### config.mk
export PLATFORM = sky130hd
export DESIGN_NAME = b58e_cell
export DESIGN_NICKNAME = d
export VERILOG_FILES = /design/src/rtl/b58e_pkg.sv /design/src/rtl/b58e_cell.sv
export SDC_FILE = /design/constraint.sdc
export NUM_CORES = 1
export LEC_CHECK = 0
export ABC_CLOCK_PERIOD_IN_PS = 8800
export BUFFER_PORTS_ARGS = -buffer_cell sky130_fd_sc_hd__buf_4
export CAP_MARGIN = 20
export CORE_MARGIN = 4
export CORE_UTILIZATION = 39
export DETAILED_ROUTE_END_ITERATION = 16
export GPL_TIMING_DRIVEN = 1
export PLACE_DENSITY = 0.6
export SYNTH_ARGS = -nofsm -noshare
export SYNTH_HDL_FRONTEND = slang
export SYNTH_SLANG_ARGS = --single-unit
### constraint.sdc
create_clock -name clk -period 8.8 [get_ports clk]
set_clock_uncertainty 0.1 [all_clocks]
set_input_delay 0.88 -clock clk [delete_from_list [all_inputs] [get_ports clk]]
set_output_delay 0.88 -clock clk [all_outputs]
set_load 0.01 [all_outputs]
### src/rtl/b58e_pkg.sv
`timescale 1ns / 1ps
`default_nettype none

package b58e_pkg;

  localparam int MAX_BYTES    = 34;
  localparam int MAX_DIGITS   = 47;
  localparam int RESULT_LIMIT = 47;

  localparam int CNT_W = $clog2(MAX_DIGITS + 1);
  localparam int ZPC_W = $clog2(MAX_BYTES + 1);
  localparam int TOT_W = ((CNT_W > ZPC_W) ? CNT_W : ZPC_W) + 1;

  localparam int RADIX       = 58;
  localparam int RECIP58     = 1130;  // ceil(2^16 / 58), exact for v < 2^14
  localparam int RECIP_SHIFT = 16;

  localparam logic [8*RADIX-1:0] ALPHABET =
    "123456789ABCDEFGHJKLMNPQRSTUVWXYZabcdefghijkmnopqrstuvwxyz";

  typedef struct packed {
    logic [7:0] data_byte;
    logic       last_byte;
  } b58e_byte_t;

  typedef struct packed {
    logic [6:0] out_char;
    logic       last_char;
    logic       overflow;
  } b58e_char_t;

  typedef struct packed {
    logic shift;
    logic clr;
  } b58e_cell_ctl_t;

  typedef struct packed {
    logic [7:0] q;
    logic [5:0] r;
  } b58e_dm_t;

  // digit*256 + carry never exceeds 14847, so the reciprocal needs no correction
  function automatic b58e_dm_t b58e_divmod(input logic [13:0] v);
    logic [24:0] p;
    logic [13:0] qm;
    b58e_dm_t    res;
    p     = 25'(v) * 25'(RECIP58);
    res.q = p[RECIP_SHIFT+7:RECIP_SHIFT];
    qm    = {6'd0, res.q} * 14'(RADIX);
    res.r = 6'(v - qm);
    return res;
  endfunction

  function automatic logic [6:0] b58e_char(input logic [5:0] d);
    logic [5:0] i;
    i = (d > 6'(RADIX - 1)) ? 6'd0 : d;
    return ALPHABET[8*(RADIX - 1 - int'(i)) +: 7];
  endfunction

endpackage

`default_nettype wire

### src/rtl/b58e_cell.sv
`timescale 1ns / 1ps
`default_nettype none

module b58e_cell import b58e_pkg::*; (
  input  wire logic           clk,
  input  wire logic           rst,
  input  wire b58e_cell_ctl_t ctl,
  input  wire logic [7:0]     cin,
  input  wire logic           cin_v,
  input  wire logic [5:0]     shift_in,
  output logic [5:0]          digit,
  output logic [7:0]          cout,
  output logic                cout_v
);

  b58e_dm_t dm;

  assign dm = b58e_divmod({digit, 8'd0} + {6'd0, cin});

  always_ff @(posedge clk) begin
    if (rst || ctl.clr) begin
      digit  <= '0;
      cout_v <= 1'b0;
    end else begin
      if (ctl.shift) begin
        digit <= shift_in;
      end else if (cin_v) begin
        digit <= dm.r;
      end
      cout_v <= cin_v;
    end
    cout <= dm.q;
  end

endmodule

`default_nettype wire

Yosys cells after proc, flatten, opt, wreduce, memory -nomap -nowiden
Index checks and enable logic that the tools add are counted.
{"block": "word_totals", "input_bits": 19, "ff_bits": 15}
{"block": "op_classes", "n_addsub": 2, "n_mul": 2, "mux": 2, "reduce_logical": 2}
{"op": "$mul A14 B10 Y23 const B", "count": 1}
{"op": "$add A14 B8 Y14", "count": 1}
{"op": "$mux W6", "count": 2}
{"op": "$mul A8 B5 Y5 const B", "count": 1}
{"op": "$sub A6 B6 Y6", "count": 1}
{"op": "$reduce_bool A2 Y1", "count": 1}
{"op": "$logic_or A1 B1 Y1", "count": 1}

Longest topological paths before layout
Gate-level depths: netlist of the first run.
{"block": "depth", "depth_word": 6, "mapped_depth": 26}

Least setup slack after synthesis of the first run
No wires, ideal clock.
{"block": "synth_timing", "path_kind": "input port to flip-flop", "from": "in cin[6]", "to": "reg digit[5]", "setup_time_ns": 0.062, "path_buffers": 0, "cell_stages": 23, "path_slack_ns": 2.481, "arrival_time_ns": 6.157, "cell_sequence": "ha_1 > ha_1 > fa_1 > fa_1 > inv_1 > fa_1 > inv_1 > ha_1 > a21o_1 > a221oi_2 > nand2_1 > a21oi_1 > xnor2_1 > ha_1 > ha_1 > ha_1 > inv_1 > ha_1 > a21oi_1 > xnor2_1 > xnor3_1 > nand2b_1 > nand3_1"}
{"element": "start, declared", "line": "b58e_cell.sv:8", "rtl": "input wire logic [7:0] cin,"}
{"element": "end signal, assigned", "line": "b58e_cell.sv:26", "rtl": "digit <= shift_in;"}
{"element": "end signal, assigned", "line": "b58e_cell.sv:28", "rtl": "digit <= dm.r;"}
{"element": "end, declared", "line": "b58e_cell.sv:11", "rtl": "output logic [5:0] digit,"}

==> results of run 1 <==
[placed cells by master, fill, tap and decap left out, types with 4 or more instances in the layout]
cell type   n
inv_1      80
a21oi_1    17
nand2_1     4
fa_1       28
o21ai_1     7
a21o_1      5
buf_4      33
a211oi_1    4
nor2_1     12
ha_1       83
nor3_1      4
dfxtp_1    15
xor2_1      5
xnor2_1    10
[path summary, 6_finish.rpt]
kind	startpoint	endpoint	slack [ps]	cells past startpoint
min reg2reg	digit[5]	cout[7]	630	2
max reg2reg	digit[0]	digit[5]	2350	23
max	cin[7]	digit[5]	2250	24
min	digit[5]	cout[7]	630	2
[stage by stage]
| stage | cell area [µm²] | util | setup WS, ps | cells | hold slack (ps) |
|---|---|---|---|---|---|
| finish | 3260 | 0.470 | 2250 | 434 | 631 |
| global route | 3260 | 0.470 | 1940 | 434 | 683 |
| CTS | 3260 | 0.470 | 2210 | 434 | 653 |
| detailed placement | 3210 | 0.463 | 1970 | 430 | 641 |
| global placement | 3210 | 0.463 | 2080 | 430 | 638 |
| floorplan | 2860 | - | 2480 | 304 | 592 |
[final cells by class]
class	instances	area [µm²]	share of cell area
clock buffer	3	41.3	0.0127
clock inverter	1	7.51	0.00230
inverter	81	304	0.0932
multi-input combinational	205	2240	0.687
sequential	15	300	0.0921
tap	96	120	0.0368
timing repair buffer	33	248	0.0759
[worst max-delay path, stage by stage]
cell and delay (ps):
buf_4 140, ha_1 290, ha_1 300, fa_1 520
fa_1 550, inv_1 70, fa_1 510, inv_1 40
ha_1 270, and3_1 200, a221oi_2 260, nand2_1 130
a21oi_1 200, xnor2_1 240, ha_1 340, ha_1 290
ha_1 220, xnor2_1 230, xnor2_1 170, xnor2_1 170
xnor2_1 150, xnor3_1 240, nand2b_1 150, nand3_1 80
[routing by layer]
layer / routed length (µm) / track usage
met4: 0 / 0.00361
met5: 0 / 0
met3: 201 / 0.0185
met2: 2740 / 0.249
met1: 2800 / 0.201
[logic make-up after synthesis]
kind of cell    Yosys count  synth area share
compound gates           38            0.0894
buf+inv                  84             0.110
simple gates             39            0.0780
flops                    15             0.105
fa+ha+maj               111             0.560
mux                       1           0.00350
xor+xnor                 16            0.0539
[state kept, by name, summed over array words and instances (netlist names)]
signal	flops
cout	8
digit	6
cout_v	1
==> results.json, run 1 <==
{
  "outcome": "complete, no violations",
  "period_share": 0.745,
  "clock-root-buffer": "clkbuf_8",
  "ctsResizeCount": 0,
  "insertedDiodeCount": 0,
  "syn_area_um2": 2860,
  "path_class": "input pin to register",
  "seq_area_frac_synth": 0.105,
  "slew-limit-headroom": 0.694,
  "slew_violations": 0,
  "ant_nets": 0,
  "syn_avg_cell_area_um2": 9.40,
  "drc": 0,
  "grt_max_degree": 14,
  "synthToLayoutAreaGrowth_pct": 14.2,
  "via_per_inst": 4.75,
  "post_drt_wl_per_cell_um": 13.2,
  "max_freq_mhz": 153,
  "fp-row-count": 30,
  "vias": 2063,
  "initial_utilization": 0.411,
  "io_pins": 34,
  "dp.final_hpwl_mm": 5.03,
  "worst-endpoint-arrival_ps": 6640,
  "firstDrtPassIters": 4,
  "cts_buffers": 3,
  "synth_fp_nets": 434,
  "synthCells": 304,
  "synth_top_area_cell": "ha_1",
  "end_kind": "register",
  "drive_gt1_frac": 0.139,
  "fin_tns_setup_ps": 0,
  "cts_htree_levels": 1,
  "routabilityCongestion": 0.819,
  "drt_iter0_drc": 50,
  "start_kind": "input pin",
  "grt_pass1_vias": 2147,
  "grt_pass1_wl_mm": 9.99,
  "die_w_um": 93.6,
  "worstPathRequired_ps": 8890,
  "synthTopCellsByArea": "ha_1, fa_1, dfxtp_1",
  "synth_top_area_share": 0.364,
  "synth-warning-count": 0,
  "io_buffer_count": 33,
  "grt_usage": 0.143,
  "cts.clk_slew.worst_paths_ps": 60,
  "grt_setup_unrepaired": "no",
  "hold_viol": 0,
  "postCtsHoldBufs": 0,
  "cts.sinks": 15,
  "final_nets": 469,
  "antenna_found_initial": 0,
  "synth.most_common_cell": "ha_1",
  "wirelength_mm": 5.74,
  "async_reset_ff_frac": 0,
  "nFillCells": 687,
  "hold_path.class": "register to register",
  "max_cap_violations": 0,
  "die_y_um": 93.6,
  "ctsLongestPathBuffers": 2,
  "synth-edff-count": 0,
  "setup_viol": 0,
  "synth_flop_cell": "dfxtp_1",
  "postCtsSetupBuffers": 0,
  "synth_common_cells": "ha_1, inv_1, fa_1",
  "tritoncts": "built",
  "overflow": 0,
  "synth.distinct_cells": 33,
  "path_max_fanout": 5,
  "clk_latency_ps": 250,
  "tightest_slew_ps": 458,
  "period_minus_slack_ps": 6550,
  "core_um2": 6940,
  "dieArea_um2": 8760,
  "synth-seq-cells": 15
}
Power of run 1 is left out: the tool's default activity adds up to more than one toggle a clock period on the data nets, which glitch-free logic cannot reach.
==> inputs of run 2 (changes only) <==
Settings changed: ABC_CLOCK_PERIOD_IN_PS 8800 to 6600.
Clock period 8.8 ns to 6.6 ns, I/O delays scaled along.
==> run 2 against run 1 <==
Critical path depth is the same. Utilization up 0.50 points. Count of clock-buffer cells in the layout stayed put. Sequential share of layout area decreased by 0.060 points. Die area is the same. Highest routed layer is now met4. Worst setup slack lost 1800 ps.
==> results.json, run 2 (synthesized netlist as in run 1, its figures left out) <==
{
  "outcome": "complete, no violations",
  "tritoncts": "built",
  "fp-row-count": 30,
  "hold_viol": 0,
  "period_minus_slack_ps": 6180,
  "place_ws_ps": 123,
  "regMostFlops": "cout",
  "antenna_found_initial": 0,
  "worstPathRequired_ps": 6700,
  "insertedDiodeCount": 0,
  "drive_gt1_frac": 0.155,
  "dp.final_hpwl_mm": 4.99,
  "slew-limit-headroom": 0.717,
  "layout_common_cells": "ha_1, inv_1, buf_4",
  "nFillCells": 696,
  "initial_utilization": 0.411,
  "wl_met3_um": 154,
  "setup_viol": 0,
  "die_y_um": 93.6,
  "max_cap_violations": 0,
  "path_class": "input pin to register",
  "synthToLayoutAreaGrowth_pct": 15.4,
  "stdcell_area_um2": 3300,
  "fin_tns_setup_ps": 0,
  "post_drt_wl_per_cell_um": 13.2,
  "clock-root-buffer": "clkbuf_8",
  "wl_met2_mm": 2.66,
  "clk_latency_ps": 250,
  "grt_usage": 0.150,
  "core_um2": 6940,
  "path_max_fanout": 5,
  "layout_commonest_cell": "ha_1",
  "period_share": 0.936,
  "top_regs": "cout x8, digit x6, cout_v x1",
  "vias": 2035,
  "postCtsSetupBuffers": 0,
  "largest_reg_flops": 8,
  "io_pins": 34,
  "timing.final.ws_setup_ps": 424,
  "fin_util": 0.475,
  "firstDrtPassIters": 4,
  "cts_buffers": 3,
  "die_w_um": 93.6,
  "grt_pass1_vias": 2181,
  "io_buffer_count": 33,
  "grt_pass1_wl_mm": 10.4,
  "max_freq_mhz": 162,
  "final_nets": 472,
  "drt_iter0_drc": 60,
  "tightest_slew_ps": 424,
  "top_layer": "met4",
  "ant_nets": 0,
  "cts.clk_slew.worst_paths_ps": 70,
  "cts.sinks": 15,
  "placed_cell_area_um2": 3240,
  "routabilityCongestion": 0.822,
  "start_kind": "input pin",
  "slew_violations": 0,
  "wl_met1_mm": 2.93,
  "cts_htree_levels": 1,
  "overflow": 0,
  "drc": 0,
  "hold_path.class": "input pin to register",
  "wirelength_mm": 5.79,
  "via_per_inst": 4.66,
  "grt_max_degree": 14,
  "ctsLongestPathBuffers": 2,
  "worst-endpoint-arrival_ps": 6270,
  "dieArea_um2": 8760,
  "end_kind": "register"
}
[run 2: through the flow]
stage	instances	hold WS, ps
floorplan	304	592
global placement	433	634
detailed placement	433	629
CTS	437	533
global route	437	560
finish	437	538
[run 2: final timing paths]
check | from | endpoint | slack [ps] | depth (start not counted)
worst max-delay path | cin[6] | digit[5] | 420 | 24
worst min-delay path | shift_in[3] | digit[3] | 540 | 3
worst max register to register | digit[0] | digit[5] | 520 | 23
worst min register to register | digit[5] | cout[7] | 630 | 2
[run 2: final cells by class]
class	instances	area [µm²]	share of cell area
tap	96	120	0.0364
clock buffer	3	41.3	0.0125
timing repair buffer	36	270	0.0820
sequential	15	302	0.0915
inverter	81	304	0.0922
multi-input combinational	205	2250	0.683
clock inverter	1	7.51	0.00228
[run 2: worst max-delay path: stages]
cell and delay (ps):
buf_4 140, ha_1 300, ha_1 300, fa_1 530, fa_1 560, inv_1 60, fa_1 490, inv_1 40
ha_1 300, a21o_1 170, a221oi_2 270, o21a_2 230, nand2_4 70, a21oi_2 250, xnor2_1 220, ha_1 290
ha_1 270, inv_1 40, ha_1 300, a21oi_1 160, xnor2_1 140, xnor3_1 240, nand2b_1 150, nand3_1 80
[run 2: what timing repair did]
item                                    in CTS  in global routing
resized for setup                            0                  3
hold buffers                                 0                  0
endpoints found under the setup margin       0                  1
[run 2: metal layers]
layer | up-vias | global-route usage
li1 | 1055 | -
met1 | 948 | 0.216
met2 | 28 | 0.246
met3 | 4 | 0.0201
met4 | 0 | 0.0156
met5 | - | 0
Power of run 2 is left out for the same reason.
==> inputs of run 3 (changes only) <==
Settings changed: CORE_UTILIZATION 39 to 35, PLACE_DENSITY 0.6 to 0.56.
==> run 3 against run 2 <==
Die area grew 10%. Sequential cell count is the same. Largest cell class unchanged. Sequential share of layout area shrank 0.066 points. Wire length grew 3.0%. Non-clock buffer count grew 1. Critical path depth is the same. Cell area grew 0.30%. Critical path type unchanged. Highest routed layer unchanged. Global-route usage shrank 1.8 points. Via count grew 0.84%.
==> results.json, run 3 (synthesized netlist as in run 1, its figures left out) <==
{
  "period_minus_slack_ps": 6180,
  "post_drt_wl_per_cell_um": 13.4,
  "synthToLayoutAreaGrowth_pct": 15.8,
  "clock-root-buffer": "clkbuf_8",
  "firstDrtPassIters": 4,
  "top_regs": "cout x8, digit x6, cout_v x1",
  "cts.clk_slew.worst_paths_ps": 70,
  "slew_violations": 0,
  "overflow": 0,
  "ctsResizeCount": 0,
  "grt_pass1_vias": 2213,
  "vias": 2052,
  "postCtsSetupBuffers": 0,
  "ant_nets": 0,
  "slowest_delay_ps": 570,
  "max_freq_mhz": 162,
  "outcome": "complete, no violations",
  "path_class": "input pin to register",
  "grt_usage": 0.132,
  "tightest_slew_ps": 400,
  "io_buffer_count": 33,
  "drive_gt1_frac": 0.152,
  "setup_viol": 0,
  "die_w_um": 98.3,
  "fp-row-count": 32,
  "crit_family": "adder cells",
  "core_um2": 7850,
  "period_share": 0.936,
  "start_kind": "input pin",
  "nFillCells": 827,
  "layout_common_cells": "ha_1, inv_1, buf_4",
  "path_max_fanout": 5,
  "crit_path_top_delay_cell": "fa_1",
  "hold_viol": 0,
  "worstPathRequired_ps": 6700,
  "fin_tns_setup_ps": 0,
  "regMostFlops": "cout",
  "regToRegStartpoint": "digit[0]",
  "insertedDiodeCount": 0,
  "drt_iter0_drc": 33,
  "cp_num_buf_inv": 4,
  "hold_path.class": "input pin to register",
  "r2r_setup_slack_ps": 430,
  "largest_reg_flops": 8,
  "hp-start": "shift_in[3]",
  "reg2reg_to": "digit[5]",
  "slew-limit-headroom": 0.733,
  "wirelength_mm": 5.96,
  "antenna_found_initial": 0,
  "initial_utilization": 0.364,
  "die_y_um": 98.3,
  "cp_common_cell": "ha_1",
  "worstHoldPathCells": 3,
  "tritoncts": "built",
  "routabilityCongestion": 0.819,
  "ff2ff_path_depth": 23,
  "grt_setup_unrepaired": "no",
  "grt_max_degree": 14,
  "grt_pass1_wl_mm": 10.3,
  "dieArea_um2": 9670,
  "dp.final_hpwl_mm": 5.20,
  "clk_latency_ps": 260,
  "via_per_inst": 4.62,
  "io_pins": 34,
  "layout_commonest_cell": "ha_1",
  "worst-endpoint-arrival_ps": 6280,
  "cts_buffers": 3,
  "final_nets": 473,
  "max_cap_violations": 0,
  "cts.sinks": 15,
  "cts_htree_levels": 1,
  "min_to": "digit[3]",
  "ctsLongestPathBuffers": 2,
  "postCtsHoldBufs": 0,
  "drc": 0,
  "end_kind": "register",
  "cp_cell_sequence": "buf_4 > ha_1 > ha_1 > fa_1 > fa_1 > inv_1 > fa_1 > inv_1 > ha_1 > and3_1 > a221oi_2 > nand2_1 > a21oi_1 > xnor2_1 > ha_1 > ha_1 > ha_1 > inv_1 > ha_1 > a21oi_1 > xnor2_1 > xnor3_1 > nand2b_1 > nand3_1"
}
[run 3: cell count changes in the layout (fill, tap and decap cells not counted)]
cell     delta
a21oi_2     -1
dfxtp_2     -1
buf_4       +1
a21oi_1     +1
dfxtp_1     +1
[run 3: stage by stage]
stage           util  cell area (µm²)  cells  worst slack [ps]  hold slack [ps]
5_1_grt        0.421             3310    444              4.33              555
3_5_place_dp   0.414             3250    440               126              640
4_1_cts        0.420             3300    444               354              538
2_1_floorplan      -             2860    304               501              592
3_3_place_gp   0.414             3250    440               163              644
6_report       0.421             3310    444               422              536
[run 3: final cells by class]
cell class / count / area (µm²) / area share
Multi-Input combinational cell: 205 / 2250 / 0.680
Inverter: 81 / 304 / 0.0919
Sequential cell: 15 / 300 / 0.0908
Timing Repair Buffer: 37 / 278 / 0.0840
Tap cell: 102 / 128 / 0.0386
Clock buffer: 3 / 41.3 / 0.0125
Clock inverter: 1 / 7.51 / 0.00227
[run 3: how the worst max path moves through the flow]
| stage | startpoint | endpoint | slack (ps) | depth (start not counted) |
|---|---|---|---|---|
| after detailed placement | cin[7] | digit[5] | 130 | 24 |
| after floorplan | cin[6] | digit[5] | 500 | 23 |
| after global routing | cin[7] | digit[5] | 4 | 24 |
| after CTS | digit[0] | digit[5] | 350 | 23 |
| final | cin[7] | digit[5] | 420 | 24 |
| after global placement | cin[6] | digit[5] | 160 | 24 |
[run 3: worst register-to-register path, cell delays in order (launching register included)]
cell,delay (ps)
dfxtp_1,460
ha_1,290
ha_1,310
fa_1,520
fa_1,560
inv_1,60
fa_1,500
inv_1,50
ha_1,310
a21o_1,200
a221oi_2,300
nand2_1,120
a21oi_1,190
xnor2_1,180
ha_1,300
ha_1,290
ha_1,270
inv_1,30
ha_1,290
a21oi_1,170
xnor2_1,140
xnor3_1,240
nand2b_1,150
nand3_1,80
[run 3: per-layer routing]
metal  track usage  part of all wire  vias up
met4        0.0263             0.013        0
met2         0.220              0.46       24
met3        0.0193             0.025        9
met5             0                 0        -
met1         0.182              0.50      962
li1              -                 -     1057
Power of run 3 is left out for the same reason.
